--- src/hw/rtl/prfx_pkg.sv ---
// Package for the prefixed instruction encoder.
// Holds sizing constants, action codes, function codes, fixed byte values and the control struct.
// No dependencies.
`default_nettype none

package prfx_pkg;

    localparam int DATA_BITS = 32;
    localparam int MAX_TRY   = 8;

    localparam logic [1:0] ACT_PRIMARY   = 2'd0;
    localparam logic [1:0] ACT_SECONDARY = 2'd1;
    localparam logic [1:0] ACT_EXTENDED  = 2'd2;

    localparam logic [3:0] FC_JUMP  = 4'd0;
    localparam logic [3:0] FC_CJUMP = 4'd9;
    localparam logic [3:0] FC_CALL  = 4'd10;
    localparam logic [3:0] FC_PFIX  = 4'd2;
    localparam logic [3:0] FC_NFIX  = 4'd6;
    localparam logic [3:0] FC_OPR   = 4'd15;
    localparam logic [3:0] FC_LDC4  = 4'd4;

    localparam logic [7:0] PAD_BYTE  = 8'h20;
    localparam logic [7:0] EXT_BYTE1 = 8'h2A;
    localparam logic [7:0] EXT_BYTE2 = 8'hFB;

    // What the formatter needs to know about the instruction being emitted.
    typedef struct packed {
        logic [1:0] action;
        logic [3:0] fc;
        logic [7:0] idx;
        logic [3:0] total;    // bytes to emit, 1..8
        logic [3:0] enc_len;  // natural encoding length, padding excluded
    } t_emit_ctl;

endpackage

`default_nettype wire

--- src/hw/rtl/prfx_in_if.sv ---
// Input channel of the prefixed instruction encoder: one instruction per transfer.
// No dependencies; plain valid/ready handshake.
`default_nettype none

interface prfx_in_if;
    logic               valid;
    logic               ready;
    logic        [1:0]  action;
    logic        [3:0]  function_code;
    logic signed [31:0] operand;
    logic        [30:0] position;
    logic        [7:0]  op_index;

    modport source (output valid, action, function_code, operand, position, op_index,
                    input ready);
    modport sink   (input valid, action, function_code, operand, position, op_index,
                    output ready);
endinterface

`default_nettype wire

--- src/hw/rtl/prfx_out_if.sv ---
// Output channel of the prefixed instruction encoder: one code byte per transfer.
// Plain valid/ready handshake, no dependencies.
`default_nettype none

interface prfx_out_if;
    logic       valid;
    logic       ready;
    logic [7:0] code_byte;
    logic       last;

    modport source (output valid, code_byte, last, input ready);
    modport sink   (input valid, code_byte, last, output ready);
endinterface

`default_nettype wire

--- src/hw/rtl/prefix_instruction_encoder_top.sv ---
// Prefixed instruction encoder, top level: sequencer, shared length unit, byte formatter, output register.
// Depends on prfx_pkg, prfx_in_if, prfx_out_if, prfx_len_unit and prfx_fmt.
//
// Usage:
//   i_in  carries one instruction per transfer (action, function code, operand,
//         position, operation index). o_out carries one code byte per transfer,
//         with last set on the final byte of the instruction.
//   Primary actions load the operand through negative/positive prefix bytes and
//   end with function_code<<4 | low nibble. Relative codes (0, 9, 10) encode the
//   offset from the address just past the instruction; the sequencer tries
//   lengths 1..8, one per cycle on the shared subtract/length unit, and pads
//   with 0x20 bytes when no length fits exactly. Action 3 emits nothing.
// Timing:
//   Input transfer, then for relative codes a search over lengths 1..8, then one
//   byte per cycle into the output register (1 to 8 bytes) while o_out.ready
//   allows it. i_in.ready is high only while the sequencer idles; the next
//   instruction is taken while the final byte still sits in the output register.
// Reset: i_rst_n, synchronous, clears the sequencer and the output valid.
// Stall: when o_out.ready is low the output register holds and emission waits.
`default_nettype none

module prefix_instruction_encoder_top
    import prfx_pkg::*;
#(
    parameter int WORD_BITS = 32
) (
    input  wire logic   i_clk,
    input  wire logic   i_rst_n,
    prfx_in_if.sink     i_in,
    prfx_out_if.source  o_out
);

    localparam logic [1:0] ST_IDLE   = 2'd0;
    localparam logic [1:0] ST_SEARCH = 2'd1;
    localparam logic [1:0] ST_EMIT   = 2'd2;

    logic [1:0]           r_state, n_state;
    logic [WORD_BITS-1:0] r_base,  n_base;
    logic [WORD_BITS-1:0] r_value, n_value;
    t_emit_ctl            r_ctl,   n_ctl;
    logic [3:0]           r_try,   n_try;
    logic                 r_fb,    n_fb;
    logic [2:0]           r_k,     n_k;
    logic                 r_out_valid, n_out_valid;
    logic [7:0]           r_out_byte,  n_out_byte;
    logic                 r_out_last,  n_out_last;

    logic [WORD_BITS-1:0] w_a, w_b, w_diff;
    logic [3:0]           w_len;
    logic [7:0]           w_byte;
    logic                 w_accept;
    logic                 w_relative;
    logic                 w_load;
    logic                 w_emit_last;
    logic                 w_has_pre;

    assign i_in.ready = (r_state == ST_IDLE);
    assign w_accept   = i_in.valid && i_in.ready;
    assign w_relative = (i_in.function_code == FC_JUMP) || (i_in.function_code == FC_CJUMP)
                     || (i_in.function_code == FC_CALL);
    assign w_has_pre  = (i_in.op_index[7:4] != 4'd0);

    // Shared unit: operand - position (0 if not relative) on transfer, base - length in search.
    always_comb begin
        if (r_state == ST_IDLE) begin
            w_a = WORD_BITS'(i_in.operand);
            w_b = w_relative ? WORD_BITS'(i_in.position) : '0;
        end else begin
            w_a = r_base;
            w_b = WORD_BITS'(r_try);
        end
    end

    prfx_len_unit #(.WORD_BITS(WORD_BITS)) u_len (
        .i_a    (w_a),
        .i_b    (w_b),
        .o_diff (w_diff),
        .o_len  (w_len)
    );

    prfx_fmt #(.WORD_BITS(WORD_BITS)) u_fmt (
        .i_ctl   (r_ctl),
        .i_value (r_value),
        .i_k     (r_k),
        .o_byte  (w_byte)
    );

    assign w_load      = (r_state == ST_EMIT) && (!r_out_valid || o_out.ready);
    assign w_emit_last = (r_k == 3'(r_ctl.total - 4'd1));

    always_comb begin
        n_state     = r_state;
        n_base      = r_base;
        n_value     = r_value;
        n_ctl       = r_ctl;
        n_try       = r_try;
        n_fb        = r_fb;
        n_k         = r_k;
        n_out_valid = r_out_valid && !o_out.ready;
        n_out_byte  = r_out_byte;
        n_out_last  = r_out_last;

        case (r_state)
            ST_IDLE: begin
                if (w_accept) begin
                    n_ctl.action  = i_in.action;
                    n_ctl.fc      = i_in.function_code;
                    n_ctl.idx     = i_in.op_index;
                    n_k           = 3'd0;
                    case (i_in.action)
                        ACT_PRIMARY: begin
                            if (w_relative) begin
                                n_base  = w_diff;
                                n_try   = 4'd1;
                                n_fb    = 1'b0;
                                n_state = ST_SEARCH;
                            end else begin
                                n_value       = w_diff;
                                n_ctl.total   = w_len;
                                n_ctl.enc_len = w_len;
                                n_state       = ST_EMIT;
                            end
                        end
                        ACT_SECONDARY: begin
                            n_ctl.total   = w_has_pre ? 4'd2 : 4'd1;
                            n_ctl.enc_len = n_ctl.total;
                            n_state       = ST_EMIT;
                        end
                        ACT_EXTENDED: begin
                            n_ctl.total   = w_has_pre ? 4'd4 : 4'd3;
                            n_ctl.enc_len = n_ctl.total;
                            n_state       = ST_EMIT;
                        end
                        default: n_state = ST_IDLE;
                    endcase
                end
            end
            ST_SEARCH: begin
                if (w_len == r_try) begin
                    // Exact fit wins over any earlier padded candidate.
                    n_value       = w_diff;
                    n_ctl.total   = r_try;
                    n_ctl.enc_len = w_len;
                    n_state       = ST_EMIT;
                end else begin
                    if (!r_fb && w_len < r_try) begin
                        n_value       = w_diff;
                        n_ctl.total   = r_try;
                        n_ctl.enc_len = w_len;
                        n_fb          = 1'b1;
                    end
                    if (r_try == 4'(MAX_TRY)) begin
                        n_state = n_fb ? ST_EMIT : ST_IDLE;
                    end else begin
                        n_try = r_try + 4'd1;
                    end
                end
            end
            ST_EMIT: begin
                if (w_load) begin
                    n_out_valid = 1'b1;
                    n_out_byte  = w_byte;
                    n_out_last  = w_emit_last;
                    n_k         = r_k + 3'd1;
                    if (w_emit_last) begin
                        n_state = ST_IDLE;
                    end
                end
            end
            default: n_state = ST_IDLE;
        endcase
    end

    always_ff @(posedge i_clk) begin
        if (!i_rst_n) begin
            r_state     <= ST_IDLE;
            r_out_valid <= 1'b0;
            r_fb        <= 1'b0;
            r_try       <= 4'd1;
            r_k         <= 3'd0;
        end else begin
            r_state     <= n_state;
            r_out_valid <= n_out_valid;
            r_fb        <= n_fb;
            r_try       <= n_try;
            r_k         <= n_k;
        end
    end

    always_ff @(posedge i_clk) begin
        r_base     <= n_base;
        r_value    <= n_value;
        r_ctl      <= n_ctl;
        r_out_byte <= n_out_byte;
        r_out_last <= n_out_last;
    end

    assign o_out.valid     = r_out_valid;
    assign o_out.code_byte = r_out_byte;
    assign o_out.last      = r_out_last;

    a_k_in_range: assert property (@(posedge i_clk) disable iff (!i_rst_n)
        (r_state == ST_EMIT) |-> ({1'b0, r_k} < r_ctl.total))
        else $error("byte index beyond instruction length");

    a_pad_nonneg: assert property (@(posedge i_clk) disable iff (!i_rst_n)
        (r_state == ST_EMIT) |-> (r_ctl.enc_len <= r_ctl.total))
        else $error("encoding longer than emitted length");

    a_try_range: assert property (@(posedge i_clk) disable iff (!i_rst_n)
        (r_state == ST_SEARCH) |-> (r_try >= 4'd1 && r_try <= 4'(MAX_TRY)))
        else $error("search length out of range");

    a_last_ends: assert property (@(posedge i_clk) disable iff (!i_rst_n)
        (w_load && w_emit_last) |=> (r_state == ST_IDLE && o_out.last))
        else $error("final byte did not end the instruction");

endmodule

`default_nettype wire

--- src/hw/rtl/prfx_len_unit.sv ---
// Shared subtract and encoding-length unit of the prefixed instruction encoder.
// Depends on prfx_pkg.
`default_nettype none

module prfx_len_unit
    import prfx_pkg::*;
#(
    parameter int WORD_BITS = 32
) (
    input  wire logic [WORD_BITS-1:0] i_a,
    input  wire logic [WORD_BITS-1:0] i_b,
    output logic      [WORD_BITS-1:0] o_diff,
    output logic      [3:0]           o_len
);

    logic [DATA_BITS-1:0] w_sx;
    logic [DATA_BITS-1:0] w_mag;
    logic [2:0]           w_top;
    logic                 w_neg;

    assign o_diff = i_a - i_b;
    assign w_sx   = DATA_BITS'(signed'(o_diff));
    assign w_neg  = w_sx[DATA_BITS-1];
    // Negative values continue as the complement after the first nibble.
    assign w_mag  = w_neg ? ~w_sx : w_sx;

    always_comb begin
        w_top = 3'd0;
        for (int i = 1; i < DATA_BITS / 4; i++) begin
            if (w_mag[4*i +: 4] != 4'd0) begin
                w_top = 3'(i);
            end
        end
    end

    always_comb begin
        o_len = {1'b0, w_top} + 4'd1;
        if (w_neg && o_len < 4'd2) begin
            o_len = 4'd2;
        end
    end

endmodule

`default_nettype wire

--- src/hw/rtl/prfx_fmt.sv ---
// Byte formatter of the prefixed instruction encoder: picks byte k of an instruction.
// Depends on prfx_pkg.
`default_nettype none

module prfx_fmt
    import prfx_pkg::*;
#(
    parameter int WORD_BITS = 32
) (
    input  wire t_emit_ctl            i_ctl,
    input  wire logic [WORD_BITS-1:0] i_value,
    input  wire logic [2:0]           i_k,
    output logic      [7:0]           o_byte
);

    logic [DATA_BITS-1:0] w_sx;
    logic                 w_neg;
    logic [3:0]           w_pad;
    logic [2:0]           w_j;
    logic [3:0]           w_nib;
    logic [3:0]           w_code;
    logic                 w_has_pre;
    logic [1:0]           w_q;

    assign w_sx      = DATA_BITS'(signed'(i_value));
    assign w_neg     = w_sx[DATA_BITS-1];
    assign w_pad     = i_ctl.total - i_ctl.enc_len;
    // Position counted from the final byte.
    assign w_j       = 3'(i_ctl.total - 4'd1 - {1'b0, i_k});
    assign w_nib     = w_neg ? ~w_sx[{w_j, 2'b00} +: 4] : w_sx[{w_j, 2'b00} +: 4];
    assign w_code    = (w_j == 3'd1 && w_neg) ? FC_NFIX : FC_PFIX;
    assign w_has_pre = (i_ctl.idx[7:4] != 4'd0);
    assign w_q       = 2'(i_k - {2'b00, w_has_pre});

    always_comb begin
        case (i_ctl.action)
            ACT_PRIMARY: begin
                if ({1'b0, i_k} < w_pad) begin
                    o_byte = PAD_BYTE;
                end else if (w_j == 3'd0) begin
                    o_byte = {i_ctl.fc, w_sx[3:0]};
                end else begin
                    o_byte = {w_code, w_nib};
                end
            end
            ACT_SECONDARY, ACT_EXTENDED: begin
                if (w_has_pre && i_k == 3'd0) begin
                    o_byte = {FC_PFIX, i_ctl.idx[7:4]};
                end else begin
                    case (w_q)
                        2'd0:    o_byte = (i_ctl.action == ACT_SECONDARY) ?
                                          {FC_OPR, i_ctl.idx[3:0]} :
                                          {FC_LDC4, i_ctl.idx[3:0]};
                        2'd1:    o_byte = EXT_BYTE1;
                        default: o_byte = EXT_BYTE2;
                    endcase
                end
            end
            default: o_byte = PAD_BYTE;
        endcase
    end

endmodule

`default_nettype wire
--- src/flat_wrapper.sv ---
// flat-port wrapper written by rule: the top's interface ports become plain ports
module prefix_instruction_encoder_top_flat import prfx_pkg::*;
#(
    parameter int WORD_BITS = 32
)
  (i_clk, i_rst_n, i_in_valid, i_in_action, i_in_function_code, i_in_operand, i_in_position, i_in_op_index, i_in_ready, o_out_valid, o_out_code_byte, o_out_last, o_out_ready);
  prfx_in_if i_in_i ();
  prfx_out_if o_out_i ();
  input  wire logic i_clk;
  input  wire logic i_rst_n;
  input wire logic [$bits(i_in_i.valid)-1:0] i_in_valid;
  input wire logic [$bits(i_in_i.action)-1:0] i_in_action;
  input wire logic [$bits(i_in_i.function_code)-1:0] i_in_function_code;
  input wire logic [$bits(i_in_i.operand)-1:0] i_in_operand;
  input wire logic [$bits(i_in_i.position)-1:0] i_in_position;
  input wire logic [$bits(i_in_i.op_index)-1:0] i_in_op_index;
  output wire logic [$bits(i_in_i.ready)-1:0] i_in_ready;
  output wire logic [$bits(o_out_i.valid)-1:0] o_out_valid;
  output wire logic [$bits(o_out_i.code_byte)-1:0] o_out_code_byte;
  output wire logic [$bits(o_out_i.last)-1:0] o_out_last;
  input wire logic [$bits(o_out_i.ready)-1:0] o_out_ready;
  assign i_in_i.valid = i_in_valid;
  assign i_in_i.action = i_in_action;
  assign i_in_i.function_code = i_in_function_code;
  assign i_in_i.operand = i_in_operand;
  assign i_in_i.position = i_in_position;
  assign i_in_i.op_index = i_in_op_index;
  assign i_in_ready = i_in_i.ready;
  assign o_out_valid = o_out_i.valid;
  assign o_out_code_byte = o_out_i.code_byte;
  assign o_out_last = o_out_i.last;
  assign o_out_i.ready = o_out_ready;
  prefix_instruction_encoder_top #(.WORD_BITS(WORD_BITS)) u_core (.i_clk(i_clk), .i_rst_n(i_rst_n), .i_in(i_in_i), .o_out(o_out_i));
endmodule
--- config.mk ---
export PLATFORM = sky130hd
export DESIGN_NAME = prefix_instruction_encoder_top_flat
export DESIGN_NICKNAME = d
export VERILOG_FILES = /design/src/hw/rtl/prfx_pkg.sv /design/src/hw/rtl/prfx_in_if.sv /design/src/hw/rtl/prfx_out_if.sv /design/src/hw/rtl/prefix_instruction_encoder_top.sv /design/src/hw/rtl/prfx_len_unit.sv /design/src/hw/rtl/prfx_fmt.sv /design/src/flat_wrapper.sv
export SDC_FILE = /design/constraint.sdc
export NUM_CORES = 1
export LEC_CHECK = 0
export ABC_AREA = 1
export BUFFER_PORTS_ARGS = -buffer_cell sky130_fd_sc_hd__clkbuf_2
export CORE_ASPECT_RATIO = 0.75
export CORE_MARGIN = 5
export CORE_UTILIZATION = 40
export CTS_CLUSTER_SIZE = 14
export DETAILED_ROUTE_END_ITERATION = 10
export GPL_TIMING_DRIVEN = 0
export PLACE_DENSITY_LB_ADDON = 0.3
export SKIP_LAST_GASP = 1
export SLEW_MARGIN = 20
export SYNTH_ARGS = -nofsm -noshare
export SYNTH_HDL_FRONTEND = slang
export SYNTH_SLANG_ARGS = --single-unit
--- constraint.sdc ---
create_clock -name i_clk -period 9.1 [get_ports i_clk]
set_input_delay 0.91 -clock i_clk [delete_from_list [all_inputs] [get_ports i_clk]]
set_output_delay 0.91 -clock i_clk [all_outputs]
set_load 0.01 [all_outputs]
==> reports/results.env <==
ANTENNA-DIODE-COUNT=0
CLOCK_BUFFER_COUNT_FROM_CTS=9
ASYNCSETRESETFLOPFRACSYNTH_PCT=0
CTS.ROOT.BUFFER_CELL='sky130_fd_sc_hd__clkbuf_16'
TIGHTESTPINTRANSITION_NS=0.8784
POSTSYNTHREGISTERBITS=106
WORST_HOLD_PATH_TYPE='reg2reg'
CELLS_AFTER_DPL=1485
SYNTH.MUX.AREA_FRACTION_PCT=0.1223
DIE_WIDTH_UM=175.2
FIRST_GLOBAL_VIAS=6888
NUM_VIAS=7497
CTS_TREE='yes'
POST_SYNTH_FA_HA_MAJ_AREA_FRACTION_PCT=9.447
SYNTHSIMPLEGATEAREAFRAC_PCT=33.58
LAYOUT_WORST_PATH_CYCLE_SHARE_PCT=87.33
CLOCK-SKEW-FINAL_NS=0.01666
IO_PINS=92
INSERTION_DELAY_NS=0.36
CRITPATHKIND='in2reg'
SYNTH_TOP_FAMILY_BY_AREA='simple AND/OR/NAND/NOR gates'
CELLINTERNALPOWER_mW=1.120
GLOBALROUTEOVERFLOWTOTAL=0
WORST_HOLD_SLACK_NS=0.4731
FINAL_CORE_UTIL_PCT=46.35
CPMAXSTAGEDELAYCELL='sky130_fd_sc_hd__clkbuf_1'
POWER_PER_CELL_AREA_nW_PER_UM2=213.4
FINAL_NETS=1379
CTS.SINK_COUNT=106
FMAXACHIEVABLE_GHz=0.1258
DETAIL_ROUTE.ITER0.VIOLATIONS=590
CORE.ROWCOUNT=45
GR-USAGE-ALL-LAYERS_PCT=19.70
GRT_PASS1_WL_MM=36.42
SEQUENTIAL_GROUP_SHARE_OF_TOTAL_POWER_PCT=31.5
LAYOUT.CELLS.NON_FILLER=1501
SYNTH_MOST_COMMON_CELL='sky130_fd_sc_hd__nand2_1'
TIMING.CRITICAL_PATH.SLOWEST_CELL_DELAY_NS=0.72
SYNTH_COMPOUND_GATE_AREA_SHARE_PCT=8.147
CTSLONGESTPATHBUFFERS=2
WORST_SETUP_PATH_START_KIND='input pin'
CRIT_REQUIRED_NS=9.18
SYNTH.YOSYS.WARNINGS=0
POST_DRT_WL_PER_CELL_UM=15.58
CLKTRANSATPATHREGS_NS=0.08
PLACE.PORT_BUFFERS=91
USE_MET2_PCT=29.32
DIE_H_UM=133.9
VIA_PER_INST=4.995
P_COMB_SHARE_PCT=48.2
CRITICAL_PATH_PEAK_FANOUT=11
DETAILED_PLACE_HPWL_MM=19.31
FINALSETUPTNS_NS=0
SYNTHESIS.INSTANCES=1131
SYNTHDOMINANTCELLAREASHARE_PCT=34.85
GLOBALPLACE.CONGESTION=0.9512
POWER_SWITCHING_mW=0.8737
SYNTH_EDF_COUNT=95
WORSTPATHARRIVAL_NS=8.03
REPORT.FINAL.SLEW_VIOL_COUNT=0
DRC=0
CORE_REGION_AREA_UM2=20160
TOP_CELL_BY_COUNT_WORST_PATH='sky130_fd_sc_hd__nand2_1'
SYNTH.LIB_CELLS_USED.DISTINCT=47
DRT-PASS1-ITER-COUNT=5
START_UTIL_PCT=40.61
POWER_SWITCHING_SHARE_PCT=43.83
DIE_AREA_UM2=23450
UNREPAIRED_SETUP_ENDPOINTS_AFTER_GLOBAL_ROUTING='false'
POST_SYNTH_INSTANCE_AREA_UM2=8185
STDCELL_AREA_UM2=9343
RUN_STATUS='finished, final reports clean'
SYN_AREA_PER_CELL_UM2=7.237
MAXCAPVIOLCOUNT=0
FINAL_SETUP_VIOLATION_COUNT=0
BUFFER_COUNT_FROM_POST_CTS_SETUP_FIXING=0
CLKPWRFRAC_PCT=20.3
SYNTHESIS.NETS=1272
PLACE_AREA_UM2=9037
GRT.MET3_USAGE_PCT=3.578
RELSLEWSLACK_PCT=41.44
STATIC-LEAKAGE-POWER_nW=4.585
GRT_BUSIEST_LAYER='met1'
WORST-R2R-CELL-COUNT=32
MOST_COMMON_LIBRARY_CELLS_AFTER_SYNTHESIS='433 x sky130_fd_sc_hd__nand2_1, 165 x sky130_fd_sc_hd__inv_1, 95 x sky130_fd_sc_hd__edfxtp_1, 79 x sky130_fd_sc_hd__nor2_1, 64 x sky130_fd_sc_hd__nand3_1'
SYNTH.LARGEST_AREA_CELL='sky130_fd_sc_hd__edfxtp_1'
REMAINING_NUMBER_OF_NETS_FLAGGED_BY_THE_ANTENNA_CHECK_AFTER_ROUTING=0
LAYOUT-DRIVE-GT1-SHARE_PCT=13.44
SYNTH_AREA_LEADERS='sky130_fd_sc_hd__edfxtp_1 35%, sky130_fd_sc_hd__nand2_1 20%, sky130_fd_sc_hd__ha_1 8.7%, sky130_fd_sc_hd__inv_1 7.6%, sky130_fd_sc_hd__nand3_1 3.9%'
POWER.IR.VDD_WORST_mV=0.1032
FINALCRITICALPERIOD_NS=7.947
AREA_GROWTH_PCT=14.14
HTREE_LEVELS=3
POST_SYNTH_XOR_AREA_FRACTION_PCT=2.568
POSTROUTEWIRELENGTH_MM=23.38
GRT_MAX_DEGREE=22
CTS-HOLD-FIX-BUFFERS=0
GRT_ANTENNA_BEFORE_REPAIR=0
SYNTH-MAIN-FF-CELL='sky130_fd_sc_hd__edfxtp_1'
SYNTH_SEQUENTIAL_AREA_RATIO_PCT=37.54
GLOBAL_ROUTE.USAGE.MET1_PCT=30.23
CTS_REPAIR_RESIZE_COUNT=0
MIN_DELAY_PATH_DEPTH=2
HOLD_VIOL_FINAL=0
CRIT_PATH_CAPTURE_TYPE='flop'
## cell families (layout without fill, tap and decap cells)
group,Yosys count,after routing
AO/OA/AOI/OAI,104,104
AND/OR/NAND/NOR,649,649
adder cells (fa/ha/maj),60,60
flip-flops,106,106
XOR/XNOR,24,24
multiplexers,1,1
buffers and inverters,187,299
## cell usage in the layout, fill, tap and decap left out, types with 4 or more instances in the layout
cell and instances:
sky130_fd_sc_hd__or2_2 4, sky130_fd_sc_hd__a21oi_1 40, sky130_fd_sc_hd__o21bai_1 4, sky130_fd_sc_hd__xor2_1 18, sky130_fd_sc_hd__nand2_2 24, sky130_fd_sc_hd__o221ai_1 4, sky130_fd_sc_hd__nand3b_1 5, sky130_fd_sc_hd__clkbuf_2 91
sky130_fd_sc_hd__xnor2_1 6, sky130_fd_sc_hd__clkbuf_16 9, sky130_fd_sc_hd__nand2_4 4, sky130_fd_sc_hd__clkbuf_1 13, sky130_fd_sc_hd__nor2_1 77, sky130_fd_sc_hd__ha_1 57, sky130_fd_sc_hd__clkinv_1 5, sky130_fd_sc_hd__inv_1 165
sky130_fd_sc_hd__dfxtp_1 11, sky130_fd_sc_hd__nand2_1 433, sky130_fd_sc_hd__nand3_1 64, sky130_fd_sc_hd__a21oi_2 4, sky130_fd_sc_hd__edfxtp_1 95, sky130_fd_sc_hd__nor2_4 5, sky130_fd_sc_hd__nor3_1 7, sky130_fd_sc_hd__o21ai_0 20
sky130_fd_sc_hd__nand4_1 11, sky130_fd_sc_hd__o211ai_1 13
## layer usage
| layer | share of wire [%] | vias to the layer above | wire [µm] |
|---|---|---|---|
| met5 | 0 | - | 0 |
| met3 | 7.3 | 14 | 1698 |
| met4 | 0.76 | 0 | 178 |
| li1 | - | 3854 | - |
| met2 | 41 | 215 | 9699 |
| met1 | 50 | 3414 | 11800 |
## sequential cells by signal, indices dropped and copies added (netlist names)
signal and cells:
u_core.r_ctl 22, u_core.r_base 32, u_core.r_try 4, u_core.o_out.code_byte 8, u_core.o_out.valid 1, u_core.r_value 32, u_core.o_out.last 1, u_core.r_state 2
u_core.r_fb 1, u_core.r_k 3
## stage by stage
step	total power, mW	setup WS, ns
after CTS	1.996	1.291
after global placement	1.566	-1.262
after floorplan	1.320	1.510
after global routing	2.146	0.7053
final	1.993	1.153
after detailed placement	1.587	0.9012
## worst paths after layout
kind                                                      from                           end  slack, ns
worst min register to register        u_core.r_fb$_SDFFE_PN0P_      u_core.r_fb$_SDFFE_PN0P_       0.47
worst min-delay path                  u_core.r_fb$_SDFFE_PN0P_      u_core.r_fb$_SDFFE_PN0P_       0.47
worst max register to register  u_core.r_state[0]$_SDFFE_PN0P_  u_core.r_value[10]$_DFFE_PP_       1.65
worst max-delay path                     i_in_function_code[3]  u_core.r_value[10]$_DFFE_PP_       1.15
## layout make-up
type	count	area, µm²
Clock buffer	9	225.2
Fill cell	2077	10810
Inverter	172	645.6
Multi-Input combinational cell	838	4424
Buffer	15	57.56
Timing Repair Buffer	96	514.2
Clock inverter	7	80.08
Tap cell	258	322.8
Sequential cell	106	3073
## worst max-delay path: cells and delay by family
kind	cells	cell delay, ns
adders and majority gates	3	1.03
and+or+nand+nor	19	3.06
AOI/OAI and AO/OA	5	1.09
xor gates and xnor gates	1	0.45
buffers and inverters	6	1.48
## power groups by stage
stage | logic (mW) | clock network (mW) | registers [mW]
2_1_floorplan | 0.684 | 0 | 0.636
3_3_place_gp | 0.928 | 0 | 0.639
3_5_place_dp | 0.948 | 0 | 0.638
4_1_cts | 0.954 | 0.414 | 0.627
5_1_grt | 1.08 | 0.433 | 0.631
6_report | 0.961 | 0.405 | 0.627
(Power assumes the default switching activity.)
